===== src/design/itp_pkg.sv =====
// Shared types, character codes and precedence table for the infix-to-postfix converter.
package itp_pkg;

	localparam int unsigned ITP_STACK_DEPTH = 32;

	localparam logic [7:0] CH_NOT    = 8'h21;	// '!'
	localparam logic [7:0] CH_GT     = 8'h3E;	// '>'
	localparam logic [7:0] CH_LT     = 8'h3C;	// '<'
	localparam logic [7:0] CH_MOD    = 8'h25;	// '%'
	localparam logic [7:0] CH_AND    = 8'h26;	// '&'
	localparam logic [7:0] CH_OR     = 8'h7C;	// '|'
	localparam logic [7:0] CH_LPAREN = 8'h28;	// '('
	localparam logic [7:0] CH_RPAREN = 8'h29;	// ')'
	localparam logic [7:0] CH_LOW_A  = 8'h61;	// 'a'
	localparam logic [7:0] CH_LOW_Z  = 8'h7A;	// 'z'

	localparam logic [1:0] KIND_VAR  = 2'd0;
	localparam logic [1:0] KIND_OP   = 2'd1;
	localparam logic [1:0] KIND_TERM = 2'd2;

	localparam logic [7:0] CNT_MAX = 8'hFF;

	// shift command seen by every cell of the stack
	typedef struct packed {
		logic push;
		logic pop;
	} shift_t;

	// command from the sequencer to the stack
	typedef struct packed {
		logic       push;
		logic       pop;
		logic [7:0] din;
	} stk_ctrl_t;

	function automatic logic [2:0] prec_of(input logic [7:0] c);
		logic [2:0] p;
		case (c)
			CH_NOT:                 p = 3'd4;
			CH_GT, CH_LT, CH_MOD:   p = 3'd3;
			CH_AND, CH_OR:          p = 3'd2;
			default:                p = 3'd0;
		endcase
		return p;
	endfunction

endpackage


===== src/design/itp_cell.sv =====
// One stack cell: holds one entry, takes the entry above on push, the one below on pop.
module itp_cell (
	input  logic           clk,
	input  itp_pkg::shift_t sh,
	input  logic [7:0]     from_above,
	input  logic [7:0]     from_below,
	output logic [7:0]     value
);
	import itp_pkg::*;

	logic [7:0] value_q;

	always_ff @(posedge clk) begin
		if (sh.push) begin
			value_q <= from_above;
		end else if (sh.pop) begin
			value_q <= from_below;
		end
	end

	assign value = value_q;

endmodule


===== src/design/itp_stack.sv =====
// Operator stack as a row of shifting cells; cell 0 is the top of stack.
module itp_stack #(
	parameter int unsigned STACK_DEPTH = itp_pkg::ITP_STACK_DEPTH
) (
	input  logic              clk,
	input  itp_pkg::stk_ctrl_t ctrl,
	output logic [7:0]        top,
	output logic [7:0]        second
);
	import itp_pkg::*;

	logic [7:0] val [STACK_DEPTH];
	shift_t     sh;

	assign sh = '{push: ctrl.push, pop: ctrl.pop};

	for (genvar g = 0; g < STACK_DEPTH; g++) begin : g_cell
		logic [7:0] above;
		logic [7:0] below;
		if (g == 0) begin : g_first
			assign above = ctrl.din;
		end else begin : g_mid_a
			assign above = val[g-1];
		end
		if (g == STACK_DEPTH - 1) begin : g_last
			assign below = val[g];
		end else begin : g_mid_b
			assign below = val[g+1];
		end
		itp_cell u_cell (
			.clk        (clk),
			.sh         (sh),
			.from_above (above),
			.from_below (below),
			.value      (val[g])
		);
	end

	assign top    = val[0];
	assign second = val[1];

endmodule


===== src/design/infix_to_postfix_converter_top.sv =====
// Top level: shunting-yard infix to postfix converter over a shifting cell stack.
// Input is registered and handled in S_WORK; result beats leave through an output register.
// A new item is taken only in S_IDLE, once the last is done; each popped and emitted entry
//   is a beat of its own, sent when the output register is free; dropping a '(' costs
//   nothing extra; a final item flushes every stacked entry and ends with the terminator beat.
// Reset (arst_n low, asynchronous): stack empty, counts and error flag cleared.
module infix_to_postfix_converter_top #(
	parameter int unsigned STACK_DEPTH = itp_pkg::ITP_STACK_DEPTH
) (
	input  logic       clk,
	input  logic       arst_n,
	input  logic       in_valid,
	output logic       in_ready,
	input  logic [7:0] character,
	input  logic       is_final,
	output logic       out_valid,
	input  logic       out_ready,
	output logic [1:0] kind,
	output logic [7:0] symbol,
	output logic [7:0] variable_number,
	output logic [7:0] total_count,
	output logic       stack_overflow,
	output logic       run_last
);
	import itp_pkg::*;

	localparam int unsigned FW = $clog2(STACK_DEPTH + 1);

	typedef enum logic [2:0] {
		S_IDLE  = 3'b001,
		S_WORK  = 3'b010,
		S_FLUSH = 3'b100
	} state_t;

	state_t     state_q, state_d;
	logic [7:0] char_q;
	logic       fin_q;
	logic [FW-1:0] fill_q;
	logic [7:0] emit_q;	// items emitted in this condition
	logic [7:0] var_q;	// next variable index
	logic       ovf_q;	// a push was dropped

	// output register
	logic       ov_q;
	logic [1:0] kind_q;
	logic [7:0] sym_q;
	logic [7:0] varn_q;
	logic [7:0] tot_q;
	logic       sovf_q;
	logic       last_q;

	// stack view
	stk_ctrl_t  sctl;
	logic [7:0] top_v;
	logic [7:0] nxt_v;

	itp_stack #(.STACK_DEPTH(STACK_DEPTH)) u_stack (
		.clk    (clk),
		.ctrl   (sctl),
		.top    (top_v),
		.second (nxt_v)
	);

	// decode of the held character and the stack top
	logic       is_letter, has, one_left, full, top_open, nxt_open;
	logic [2:0] p_in, p_top, p_nxt;
	logic       slot;	// output register free this cycle

	assign is_letter = (char_q >= CH_LOW_A) && (char_q <= CH_LOW_Z);
	assign has       = (fill_q != '0);
	assign one_left  = (fill_q == FW'(1));
	assign full      = (fill_q == FW'(STACK_DEPTH));
	assign top_open  = (top_v == CH_LPAREN);
	assign nxt_open  = (nxt_v == CH_LPAREN);
	assign p_in      = prec_of(char_q);
	assign p_top     = prec_of(top_v);
	assign p_nxt     = prec_of(nxt_v);
	assign slot      = !ov_q || out_ready;

	// sequencer decisions
	logic       do_emit, e_last, push_req, pop, var_inc, clr;
	logic [1:0] e_kind;
	logic [7:0] e_sym, e_var;
	logic [7:0] cnt_inc;

	assign cnt_inc = (emit_q == CNT_MAX) ? CNT_MAX : emit_q + 8'd1;

	always_comb begin
		state_d  = state_q;
		do_emit  = 1'b0;
		e_last   = 1'b0;
		e_kind   = KIND_OP;
		e_sym    = top_v;
		e_var    = '0;
		push_req = 1'b0;
		pop      = 1'b0;
		var_inc  = 1'b0;
		clr      = 1'b0;
		case (state_q)
			S_IDLE: begin
				if (in_valid) begin
					state_d = S_WORK;
				end
			end
			S_WORK: begin
				if (is_letter) begin
					if (slot) begin
						do_emit = 1'b1;
						e_kind  = KIND_VAR;
						e_sym   = char_q;
						e_var   = var_q;
						e_last  = !fin_q;
						var_inc = 1'b1;
						state_d = fin_q ? S_FLUSH : S_IDLE;
					end
				end else if (char_q == CH_LPAREN) begin
					push_req = 1'b1;
					state_d  = fin_q ? S_FLUSH : S_IDLE;
				end else if (char_q == CH_RPAREN) begin
					if (has && !top_open) begin
						// pop down to the matching '('
						if (slot) begin
							do_emit = 1'b1;
							pop     = 1'b1;
							e_last  = !fin_q && (one_left || nxt_open);
						end
					end else begin
						pop     = has;	// drops the '('
						state_d = fin_q ? S_FLUSH : S_IDLE;
					end
				end else begin
					if (has && !top_open && (p_in <= p_top)) begin
						if (slot) begin
							do_emit = 1'b1;
							pop     = 1'b1;
							e_last  = !fin_q && (one_left || nxt_open || (p_in > p_nxt));
						end
					end else begin
						push_req = 1'b1;
						state_d  = fin_q ? S_FLUSH : S_IDLE;
					end
				end
			end
			S_FLUSH: begin
				if (slot) begin
					do_emit = 1'b1;
					if (has) begin
						pop = 1'b1;
					end else begin
						// terminator carries the final count
						e_kind  = KIND_TERM;
						e_sym   = '0;
						e_last  = 1'b1;
						clr     = 1'b1;
						state_d = S_IDLE;
					end
				end
			end
			default: begin
				state_d = S_IDLE;
			end
		endcase
	end

	assign sctl = '{push: push_req && !full, pop: pop, din: char_q};

	assign in_ready = (state_q == S_IDLE);

	always_ff @(posedge clk or negedge arst_n) begin
		if (!arst_n) begin
			state_q <= S_IDLE;
			fin_q   <= 1'b0;
			fill_q  <= '0;
			emit_q  <= '0;
			var_q   <= '0;
			ovf_q   <= 1'b0;
			ov_q    <= 1'b0;
		end else begin
			state_q <= state_d;
			if (in_valid && in_ready) begin
				fin_q <= is_final;
			end
			if (clr) begin
				fill_q <= '0;
				emit_q <= '0;
				var_q  <= '0;
				ovf_q  <= 1'b0;
			end else begin
				if (push_req && !full) begin
					fill_q <= fill_q + FW'(1);
				end else if (pop) begin
					fill_q <= fill_q - FW'(1);
				end
				if (push_req && full) begin
					ovf_q <= 1'b1;
				end
				if (do_emit) begin
					emit_q <= cnt_inc;
				end
				if (var_inc && (var_q != CNT_MAX)) begin
					var_q <= var_q + 8'd1;
				end
			end
			if (do_emit) begin
				ov_q <= 1'b1;
			end else if (out_ready) begin
				ov_q <= 1'b0;
			end
		end
	end

	// payload registers
	always_ff @(posedge clk) begin
		if (in_valid && in_ready) begin
			char_q <= character;
		end
		if (do_emit) begin
			kind_q <= e_kind;
			sym_q  <= e_sym;
			varn_q <= e_var;
			tot_q  <= (e_kind == KIND_TERM) ? emit_q : cnt_inc;
			sovf_q <= ovf_q;
			last_q <= e_last;
		end
	end

	assign out_valid       = ov_q;
	assign kind            = kind_q;
	assign symbol          = sym_q;
	assign variable_number = varn_q;
	assign total_count     = tot_q;
	assign stack_overflow  = sovf_q;
	assign run_last        = last_q;

	// checks
	a_fill_bound: assert property (@(posedge clk) disable iff (!arst_n)
		fill_q <= FW'(STACK_DEPTH))
		else $error("stack fill beyond depth");

	a_term_last: assert property (@(posedge clk) disable iff (!arst_n)
		(out_valid && (kind == KIND_TERM)) |-> run_last)
		else $error("terminator beat without run_last");

	a_one_item: assert property (@(posedge clk) disable iff (!arst_n)
		(in_valid && in_ready) |=> !in_ready)
		else $error("second item taken while one is in work");

	a_term_clears: assert property (@(posedge clk) disable iff (!arst_n)
		clr |=> (fill_q == '0) && (emit_q == '0) && !ovf_q)
		else $error("condition state not cleared after terminator");

endmodule


===== config.mk =====
export PLATFORM = sky130hd
export DESIGN_NAME = infix_to_postfix_converter_top
export DESIGN_NICKNAME = d
export VERILOG_FILES = /design/src/design/itp_pkg.sv /design/src/design/itp_cell.sv /design/src/design/itp_stack.sv /design/src/design/infix_to_postfix_converter_top.sv
export SDC_FILE = /design/constraint.sdc
export NUM_CORES = 1
export LEC_CHECK = 0
export BUFFER_PORTS_ARGS = -buffer_cell sky130_fd_sc_hd__buf_2
export CORE_UTILIZATION = 50
export CTS_BUF_LIST = sky130_fd_sc_hd__clkbuf_8
export CTS_CLUSTER_DIAMETER = 50
export DETAILED_ROUTE_END_ITERATION = 12
export PLACE_DENSITY = 0.66
export SYNTH_ARGS = -nofsm -noshare
export SYNTH_HDL_FRONTEND = slang
export SYNTH_SLANG_ARGS = --single-unit

===== constraint.sdc =====
create_clock -name clk -period 26.3 [get_ports clk]
set_clock_uncertainty 0.2 [all_clocks]
set_input_delay 2.63 -clock clk [delete_from_list [all_inputs] [get_ports clk]]
set_output_delay 2.63 -clock clk [all_outputs]
set_load 0.005 [all_outputs]

Yosys cells after proc, flatten, opt, wreduce, memory -nomap -nowiden
Index checks and enable logic that the tools add are counted.
{ "totals": {"register_bits": 320, "inputBits": 13, "out_inout_bits": 30, "elab_cells": 253} }
{ "classes": {"n_addsub": 4, "magnitude_cmp": 4, "eq_ne": 36, "n_mux": 132, "n_reduce_logical": 31} }
{ "op_table": {"columns": ["operator", "count"], "rows": [
  ["2-to-1 mux 8 bit", 72],
  ["equality test 8 x 6 -> 1 bit (second input constant)", 19],
  ["2-to-1 mux 1 bit", 36],
  ["one-hot mux 3 bit (3 select lines)", 4],
  ["2-to-1 mux 3 bit", 10],
  ["equality test 8 x 7 -> 1 bit (second input constant)", 3],
  ["2-to-1 mux 6 bit", 3],
  ["adder 8 x 1 -> 8 bit (second input constant)", 2],
  ["one-hot mux 8 bit (2 select lines)", 1],
  ["!= test 5 bit (second input constant)", 2],
  ["nonzero test 2 bit", 5],
  ["logical AND 1 bit", 9],
  ["OR reduction 3 bit", 3],
  ["equality test 8 bit (second input constant)", 1],
  [">= comparator 8 x 7 -> 1 bit (second input constant)", 1],
  ["less-or-equal comparator 8 x 7 -> 1 bit (second input constant)", 1],
  ["!= test 8 bit (second input constant)", 1],
  ["adder 6 x 1 -> 6 bit (second input constant)", 1],
  ["equality test 6 x 1 -> 1 bit (second input constant)", 1],
  ["equality test 6 bit (second input constant)", 1],
  ["!= test 2 bit (second input constant)", 3],
  ["one-hot mux 1 bit (2 select lines)", 3],
  ["AND reduction 6 bit", 1],
  ["nonzero test 6 bit", 1],
  ["other kinds (15)", 23]
]} }

Logic depth before layout (Yosys ltp)
Gate-level depths: netlist (run 1).
{ "depth": {"ltp_word": 13, "mapped_depth": 16, "ltp_nobuf": 12} }

Modules after synthesis
Synthesis (run 1) repeated with hierarchy kept, for this count alone.
{ "unflattened": {"hier_cells": 895, "hier_area_um2": 15518.6} }
{ "modules_own_cells": {"columns": ["module", "n_inst", "cells_each", "area_each_um2", "seq_area_each_um2"], "rows": [
  ["itp_cell", 32, 18, 377.9, 240.2],
  ["infix_to_postfix_converter_top", 1, 319, 3427.0, 1783.0]
]} }

Least setup slack after synthesis (run 1)
No wires, ideal clock.
{ "synth_timing": {"path_kind": "input to register", "start": "in out_ready", "end": "reg u_stack.g_cell[0].u_cell.value_q[0], enable pin", "setup_time_ps": 2535, "arrival_time_ps": 8819, "required_time_ps": 23565, "path_slack_ps": 14746, "stages": 4, "path_buffers": 0, "cell_sequence": "nor2b_1 a21oi_1 o2111ai_1 nand3_1"} }
{ "synth_between": {"elab_chain_cells": 8, "elab_cells_between_ends": 10, "classes_between": "mux (8); reduce/logical (2)"} }
{ "synth_lines": {"columns": ["element", "line_no", "source"], "rows": [
  ["from (decl)", "infix_to_postfix_converter_top.sv:17", "input logic out_ready,"],
  ["logical OR 1 bit (*)", "infix_to_postfix_converter_top.sv:78", "assign slot = !ov_q || out_ready;"],
  ["2-to-1 mux 1 bit", "infix_to_postfix_converter_top.sv:122, infix_to_postfix_converter_top.sv:133", null],
  ["2-to-1 mux 1 bit (on tied branches)", "infix_to_postfix_converter_top.sv:132, infix_to_postfix_converter_top.sv:120", null],
  ["2-to-1 mux 1 bit", "infix_to_postfix_converter_top.sv:119", "end else if (char_q == CH_RPAREN) begin"],
  ["2-to-1 mux 1 bit", "infix_to_postfix_converter_top.sv:116", "end else if (char_q == CH_LPAREN) begin"],
  ["2-to-1 mux 1 bit", "infix_to_postfix_converter_top.sv:106", "if (is_letter) begin"],
  ["one-hot mux 1 bit (2 select lines) (*)", "infix_to_postfix_converter_top.sv:99", "case (state_q)"],
  ["nonzero test 2 bit (no line) (*)", null, null],
  ["to (signal assigned)", "itp_cell.sv:15", "value_q <= from_above;"],
  ["to (signal assigned)", "itp_cell.sv:17", "value_q <= from_below;"],
  ["to (decl)", "itp_cell.sv:11", "logic [7:0] value_q;"]
]} }
Every way passes the cells marked *; elsewhere a longest branch is shown, timed or not.
A chain may end at the register's enable or synchronous reset.

Worst setup path in the final report (run 1)
{ "layout_timing": {"start": "reg u_stack.g_cell[0].u_cell.value_q[0]", "end": "reg u_stack.g_cell[31].u_cell.value_q[4], enable pin"} }
{ "layout_between": {"elab_chain_cells": 11, "elab_cells_between_ends": 20, "classes_between": "order compare (1); eq/ne (7); mux (6); reduce/logical (6)"} }
{ "layout_lines": {"columns": ["element", "line_no", "source"], "rows": [
  ["equality test 8 x 6 -> 1 bit or equality test 8 x 7 -> 1 bit (tied branches)", "itp_pkg.sv:38", "case (c)"],
  ["OR reduction 3 bit or OR reduction 2 bit (tied branches)", "itp_pkg.sv:38", null],
  ["one-hot mux 3 bit (3 select lines)", "itp_pkg.sv:38", null],
  ["less-or-equal comparator 3 bit", "infix_to_postfix_converter_top.sv:132", "if (has && !top_open && (p_in <= p_top)) begin"],
  ["logical AND 1 bit (*)", "infix_to_postfix_converter_top.sv:132", null],
  ["2-to-1 mux 1 bit (*)", "infix_to_postfix_converter_top.sv:132", null],
  ["2-to-1 mux 1 bit (*)", "infix_to_postfix_converter_top.sv:119", null],
  ["2-to-1 mux 1 bit (*)", "infix_to_postfix_converter_top.sv:116", null],
  ["2-to-1 mux 1 bit (*)", "infix_to_postfix_converter_top.sv:106", null],
  ["2-to-1 mux 1 bit (*)", "infix_to_postfix_converter_top.sv:99", null],
  ["logical AND 1 bit (*)", "infix_to_postfix_converter_top.sv:165", "assign sctl = '{push: push_req && !full, pop: pop, din: char_q};"],
  ["to (signal assigned)", "itp_cell.sv:15", null],
  ["to (signal assigned)", "itp_cell.sv:17", null],
  ["to (decl)", "itp_cell.sv:11", null]
]} }
Marks and branches as above.

==> summary.txt, run 1 <==
Worst Path Max Fanout = 94
Pwr Density = 87.5 mW/mm2
Clk slew on worst S/H paths = 60 ps
Post-Route WL = 24500 um
GR Overflow Total = 0
CTS tree = built
Hold Vio Cnt, Final = 0
Post-synthesis cell type count = 55
Maximum capacitance violations = 0
N_diodes = 0
Synth Flop Type = edfxtp_1
Pin count of the biggest net entering global routing = 185
# setup viols final = 0
Pre-antenna DRT Iters = 5
Slowest CP cell = buf_4
Leak = 6.53 nW
Port buffer count = 42
Min Tclk post-route = 5420 ps
CP Launch Type = flip-flop
Layout cell share with drive strength beyond 1 = 9.02%
Crit path kind = flip-flop to flip-flop
Number of synthesized flops with an enable pin = 292
Routability congestion estimate = 0.862
Num CTS Buffers = 52
Unrepaired setup endpoints after global routing = no
Most frequent cells after synthesis = nand2_1, edfxtp_1, clkbuf_1, nor2_1, dfrtp_1
# fillers = 2455
Final #Nets = 1461
Worst stage delay on the critical path = 810 ps
Peak VDD IR = 55.3 uV
H-tree lvl count = 2
Starting DRT DRC Count = 864
Share of the synthesized area in the top cell type = 61.5%
Tightest Pin Transition = 1040 ps
Mapped cell area = 0.0143 mm2
# Post-CTS Setup Buffers = 0
Required @ worst endpoint = 26290 ps
Final slew viol count = 0
Synth Warn # = 0
WP data arrival = 5400 ps
Worst skew pair latency = 590 ps
Via density = 5.16
Hold WC Path Type = flip-flop to flip-flop
GR Util All Layers = 17.3%
Clk buf depth = 3
Width of the die = 171 um
Area of placed instances = 0.0147 mm2
Syn avg cell area = 10.2 um2
Status = completed
Top Ports = 43
FP Rows = 61
Clock Sinks = 320
Number of synthesized register bits = 320
Worst-path cell chain = nand2b_1 -> or4b_2 -> a21oi_1 -> a311oi_1 -> ha_1 -> a31oi_1 -> nand2_1 -> a311o_2 -> inv_6 -> buf_4 -> buf_4
Cell repeated most along the worst path = buf_4
Die area = 0.0292 mm2
Fin area = 0.0157 mm2
Buffers & Inverters on Critical Path = 3
Top cells by area, synth = edfxtp_1, nand2_1, dfrtp_1
First-pass GRT wire length = 41600 um
Cell family with most CP delay = buffers and inverters
Initial cell density of the core = 51.0%
CP Capture Type = flip-flop
Vias in the first global route = 8964
Final period util = 20.6%
Core Region = 0.0279 mm2
Peak Freq = 185 MHz
FFs w/ async S/R, synth = 8.75%
Die Ht = 171 um
Routed via count = 9567
Area leader, netlist = edfxtp_1
Hold buffer count at cts = 0
Slew HR = 30.4%
Most common cell in the netlist = nand2_1
CTS root buf = clkbuf_8
Area growth syn-to-layout = 10.2%
Initial antenna violation count = 0
Final setup TNS = 0 ps
Detail Route Antenna Nets = 0
Syn Nets = 1424
Post-synthesis sequential area ratio = 66.4%
Post-CTS Resized = 0
Syn Inst Count = 1400
Drc violations = 0
Drt wl/cell = 13.2 um
DP HPWL = 13900 um
[metal layers]
layer  global-route usage, %  share of wire, %  up-vias
met5                       0                 0        -
met4                    6.09               2.5        0
met3                    2.94               3.7       55
met2                    27.7                46      189
met1                    23.8                48     4529
li1                        -                 -     4794
[placed cells by master (no fill, tap or decap), types with 3 or more instances in the layout]
| cell type | netlist | routed |
|---|---|---|
| and2_1 | 13 | 13 |
| nand2b_1 | 5 | 5 |
| nor4_1 | 3 | 3 |
| a31oi_1 | 15 | 15 |
| o22ai_1 | 3 | 3 |
| buf_2 | 17 | 42 |
| a211oi_1 | 3 | 3 |
| xnor2_1 | 3 | 3 |
| and3_1 | 5 | 5 |
| edfxtp_1 | 292 | 292 |
| nor3b_1 | 4 | 4 |
| or4_1 | 5 | 5 |
| nor2_1 | 32 | 32 |
| nand4_1 | 6 | 6 |
| xor2_1 | 4 | 4 |
| o2111ai_1 | 4 | 4 |
| a22o_1 | 5 | 5 |
| nor2b_1 | 5 | 5 |
| dfrtp_1 | 27 | 27 |
| mux2_1 | 3 | 3 |
| buf_4 | 12 | 7 |
| clkinv_1 | 0 | 6 |
| a21oi_1 | 22 | 22 |
| nand3_1 | 21 | 20 |
| nand2_1 | 776 | 776 |
| a21o_1 | 4 | 4 |
| clkinv_2 | 0 | 9 |
| o21ai_0 | 8 | 8 |
| ha_1 | 11 | 11 |
| nor3_1 | 5 | 5 |
| clkbuf_8 | 0 | 56 |
| o211ai_1 | 5 | 5 |
| inv_1 | 9 | 25 |
[flip-flops by register name, summed over array words and instances, names as in the netlist]
register / flops
stack_overflow: 1
symbol: 8
fin_q: 1
kind: 2
variable_number: 8
ovf_q: 1
fill_q: 6
total_count: 8
var_q: 8
char_q: 8
out_valid: 1
state_q: 3
emit_q: 8
u_stack.g_cell.u_cell.value: 256
run_last: 1
[cell families (layout without fill, tap and decap cells)]
| family | count (synthesis) | after routing | share of synthesized area [%] |
|---|---|---|---|
| DFF | 320 | 320 | 66.4 |
| muxes | 7 | 7 | 0.535 |
| adders and majority gates | 11 | 11 | 0.965 |
| and+or+nand+nor | 894 | 894 | 25.2 |
| buffers and inverters | 77 | 152 | 2.49 |
| xor gates and xnor gates | 7 | 7 | 0.430 |
| AOI/OAI and AO/OA | 84 | 84 | 4.00 |
[layout make-up]
class	instances	area (um2)	share of cell area, %
well taps	378	473	3.01
clock inverters	36	224	1.43
clock buffers	56	771	4.91
repair buffers	50	283	1.80
multi-input cells	1003	4450	28.3
inverters	10	42.5	0.271
flip-flops and latches	320	9470	60.3
[per-stage QoR]
step / power [mW] / util, % / instances / hold slack, ps / worst slack (ps)
global placement: 0.964 / 52.7 / 1761 / 232 / 20580
floorplan: 0.939 / - / 1400 / 225 / 14750
detailed placement: 0.971 / 52.7 / 1761 / 235 / 20530
global route: 1.45 / 56.2 / 1853 / 263 / 20440
finish: 1.37 / 56.2 / 1853 / 252 / 20880
CTS: 1.39 / 56.2 / 1853 / 253 / 20850
[worst paths after layout]
path,from,end,depth (start not counted),slack [ps]
worst max-delay path,u_stack.g_cell[0].u_cell.value[0],u_stack.g_cell[31].u_cell.value[4],11,20880
worst min-delay path,u_stack.g_cell[30].u_cell.value[5],u_stack.g_cell[31].u_cell.value[5],0,250
worst max register to register,u_stack.g_cell[0].u_cell.value[0],u_stack.g_cell[31].u_cell.value[4],11,20880
worst min register to register,u_stack.g_cell[30].u_cell.value[5],u_stack.g_cell[31].u_cell.value[5],0,250
max in group asynchronous,arst_n,state_q[2],1,23580
min in group asynchronous,arst_n,emit_q[0],1,1860
[power by group]
| group | switching, mW | leakage (nW) | internal, mW |
|---|---|---|---|
| clock | 0.197 | 0.579 | 0.218 |
| sequential | 0.0596 | 3.02 | 0.702 |
| combinational | 0.132 | 2.93 | 0.0667 |
Power figures use the tool's default switching activity.
==> inputs of run 2 (changes only) <==
--- a/config.mk
+++ b/config.mk
@@ -5,6 +5,7 @@
 export SDC_FILE = /design/constraint.sdc
 export NUM_CORES = 1
 export LEC_CHECK = 0
+export ABC_AREA = 1
 export BUFFER_PORTS_ARGS = -buffer_cell sky130_fd_sc_hd__buf_2
 export CORE_UTILIZATION = 50
 export CTS_BUF_LIST = sky130_fd_sc_hd__clkbuf_8
==> constraint.sdc (replaced) <==
create_clock -name clk -period 5.3 [get_ports clk]
set_clock_uncertainty 0.2 [all_clocks]
set_input_delay 0.53 -clock clk [delete_from_list [all_inputs] [get_ports clk]]
set_output_delay 0.53 -clock clk [all_outputs]
set_load 0.005 [all_outputs]
==> run 2 against run 1 <==
Against the previous run: combinational power increased to 9.3 times the previous value; worst setup slack got worse by 20000 ps; sequential power grew to 5.5 times the previous value; register-to-register slack worse by 20000 ps; die area grew 1.2%; final cell count rose by 1.3%; clock-buffer cell count grew 5; power increased to 5.9 times the previous value; first-iteration DRC count increased by 3.5%.
==> summary.txt, run 2 <==
Tightest Pin Transition = 1260 ps (+218 ps)
Hold Crit Endpoint = out_valid
Buffers & Inverters on Critical Path = 1 (-2)
Pre-antenna DRT Iters = 5 (unchanged)
Share of the synthesized area in the top cell type = 60.7% (-0.77 points)
# setup viols final = 0 (unchanged)
Vias in the first global route = 8803 (-1.8%)
DP HPWL = 14900 um (+6.7%)
Drc violations = 0 (unchanged)
Area leader, netlist = edfxtp_1
Pin count of the biggest net entering global routing = 281 (+52%)
GR Overflow Total = 0 (unchanged)
Mapped cell area = 0.0144 mm2 (+1.3%)
Commonest non-fill, non-tap cell in the layout = nand2_1
Crit path kind = flip-flop to flip-flop
Status = completed
Worst stage delay on the critical path = 630 ps (-180 ps)
Final slew viol count = 0 (unchanged)
Hold path depth = 4 (+4)
Peak Freq = 250 MHz (+36%)
Die Ht = 172 um (+0.62%)
RR Endpoint = u_stack.g_cell[8].u_cell.value[6]
Post-synthesis sequential area ratio = 65.6% (-0.83 points)
FP Rows = 61 (unchanged)
Synth Warn # = 0 (unchanged)
Global route hottest layer = met2
Initial cell density of the core = 51.4% (+0.36 points)
Num CTS Buffers = 54 (+3.8%)
Layout cell share with drive strength beyond 1 = 9.93% (+0.92 points)
Drt wl/cell = 13.5 um (+2.0%)
Core Region = 0.0281 mm2 (+0.55%)
Clk buf depth = 3 (unchanged)
Most frequent cells in the layout = nand2_1, edfxtp_1, inv_1, o21ai_1, o21ai_0
First-pass GRT wire length = 42100 um (+1.0%)
Met2 usage = 26.3% (-1.4 points)
WP data arrival = 4050 ps (-1350 ps)
Area growth syn-to-layout = 10.8%
Initial antenna violation count = 0 (unchanged)
CP Launch Type = flip-flop
CTS tree = built
Starting DRT DRC Count = 894 (+3.5%)
Most frequent cells after synthesis = nand2_1, edfxtp_1, inv_1, o21ai_1, o21ai_0
Placed cells = 1766 (+0.28%)
CTS root buf = clkbuf_8
Number of synthesized register bits = 320 (unchanged)
CP Capture Type = flip-flop
H-tree lvl count = 2 (unchanged)
Top Ports = 43 (unchanged)
Width of the die = 172 um (+0.62%)
Pwr Density = 507 mW/mm2 (+480%)
Worst skew pair latency = 570 ps (-20 ps)
Post-synthesis cell type count = 42 (-24%)
Routed via count = 9528 (-0.41%)
Slowest CP cell = buf_12
GR Util All Layers = 17.5% (+0.23 points)
Unrepaired setup endpoints after global routing = no
Hold Vio Cnt, Final = 0 (unchanged)
Min Tclk post-route = 4000 ps (-1420 ps)
Worst-path cell chain = nor2_1 -> nand3_1 -> nor4_1 -> ha_1 -> a21oi_1 -> nand2_1 -> nand2_1 -> nand3_2 -> nand2_2 -> nand2_4 -> nand3_4 -> buf_12 -> o21ai_0
Detail Route Antenna Nets = 0 (unchanged)
Die area = 0.0296 mm2 (+1.2%)
Met3 usage = 3.62% (+0.68 points)
Most common cell in the netlist = nand2_1
Worst Path Max Fanout = 280 (+200%)
Via density = 5.07 (-1.7%)
Syn avg cell area = 10.3 um2 (+1.2%)
Slew HR = 15.8% (-15 points)
Cell repeated most along the worst path = nand2_1
Syn Inst Count = 1401 (+0.071%)
Cell family with most CP delay = simple AND/OR/NAND/NOR gates
Post-Route WL = 25400 um (+3.4%)
Peak VDD IR = 201 uV (+260%)
Post-CTS Resized = 0 (unchanged)
N_diodes = 0 (unchanged)
Worst r2r path cells = 13 (+2)
Port buffer count = 42 (unchanged)
Required @ worst endpoint = 5350 ps (-20940 ps)
Syn Nets = 1425 (+0.070%)
FF-to-FF Start = char_q[7]
Hold WC Path Type = input pin to flip-flop
Final setup TNS = 0 ps (unchanged)
Number of synthesized flops with an enable pin = 292 (unchanged)
Final period util = 75.4% (+55 points)
Max reg flops = 256 (unchanged)
Final #Nets = 1479 (+1.2%)
# Post-CTS Setup Buffers = 0 (unchanged)
Clock Sinks = 320 (unchanged)
FF-to-FF setup slack = 1300 ps (-19580 ps)
Clk slew on worst S/H paths = 70 ps (about the same)
Maximum capacitance violations = 0 (unchanged)
FFs w/ async S/R, synth = 8.75% (unchanged)
Met1 Resource Use GR = 25.4% (+1.7 points)
Top cells by area, synth = edfxtp_1, nand2_1, dfrtp_1
Non-filler instance count after layout = 1878 (+1.3%)
Synth Flop Type = edfxtp_1
Hold_sp = out_ready
Hold buffer count at cts = 11 (+11)
Leak = 6.57 nW (+0.66%)
Routability congestion estimate = 0.863 (about the same)
run 2: changes by cell type in the layout (fill, tap and decap cells not counted), sizes merged, moves of 11 or more:
cell	previous run	this run
o21ai	8	218
nand3	21	39
nand4	6	19
inv	29	187
a21oi	22	6
a31oi	15	2
dlygate4sd3	0	11
and2	13	0
nor2	32	62
nand2	776	451
run 2: cell type report:
class | instances | area [um2]
timing repair buffer | 62 | 450
clock buffer | 61 | 840
tap | 378 | 473
inverter | 162 | 613
multi-input combinational | 855 | 3960
clock inverter | 40 | 186
sequential | 320 | 9470
fill | 2440 | 12100
run 2: through the flow:
step	instance area, um2	setup slack [ps]	utilization [%]	power (mW)	hold slack, ps
6_report	16000	1300	57.0	8.11	201
5_1_grt	16000	1170	57.0	8.67	216
4_1_cts	16000	1490	57.0	8.20	156
3_5_place_dp	14900	1520	52.9	6.10	233
3_3_place_gp	14900	1660	52.9	6.04	231
2_1_floorplan	14400	308	-	5.64	34.4
run 2: worst register-to-register path, cell delays in order, from the launching register on:
cell and delay [ps]:
edfxtp_1 430, nor2_1 180, nand3_1 170, nor4_1 410, ha_1 350, a21oi_1 170, nand2_1 60, nand2_1 100
nand3_2 90, nand2_2 80, nand2_4 70, nand3_4 130, buf_12 630, o21ai_0 630
run 2: cell families (layout without fill, tap and decap cells):
group	Yosys count	in the layout	synth area share, %
adders and majority gates	11	11	0.953
AOI/OAI and AO/OA	240	240	8.73
DFF	320	320	65.6
buffers and inverters	226	325	7.00
and+or+nand+nor	591	591	16.9
xor gates and xnor gates	13	13	0.841
run 2: layer usage:
layer  part of all wire [%]  up-vias
li1                       -     4820
met1                     49     4508
met2                     45      166
met3                    4.1       34
met4                    1.7        0
met5                      0        -
run 2: power by group:
part | internal [mW] | leakage (nW) | total (mW) | switching (mW)
clock network | 1.10 | 0.618 | 2.06 | 0.959
logic | 0.591 | 2.92 | 1.86 | 1.27
registers | 3.85 | 3.03 | 4.19 | 0.339
run 2: worst max-delay path by stage:
| stage | startpoint | end | slack [ps] | cells after the start |
|---|---|---|---|---|
| after floorplan | char_q[7] | u_stack.g_cell[0].u_cell.value[0] | 310 | 13 |
| after global placement | char_q[7] | u_stack.g_cell[23].u_cell.value[3] | 1660 | 13 |
| after detailed placement | char_q[7] | u_stack.g_cell[23].u_cell.value[3] | 1520 | 13 |
| after CTS | char_q[7] | u_stack.g_cell[8].u_cell.value[6] | 1490 | 13 |
| after global routing | char_q[7] | fill_q[2] | 1170 | 17 |
| final | char_q[7] | u_stack.g_cell[8].u_cell.value[6] | 1300 | 13 |
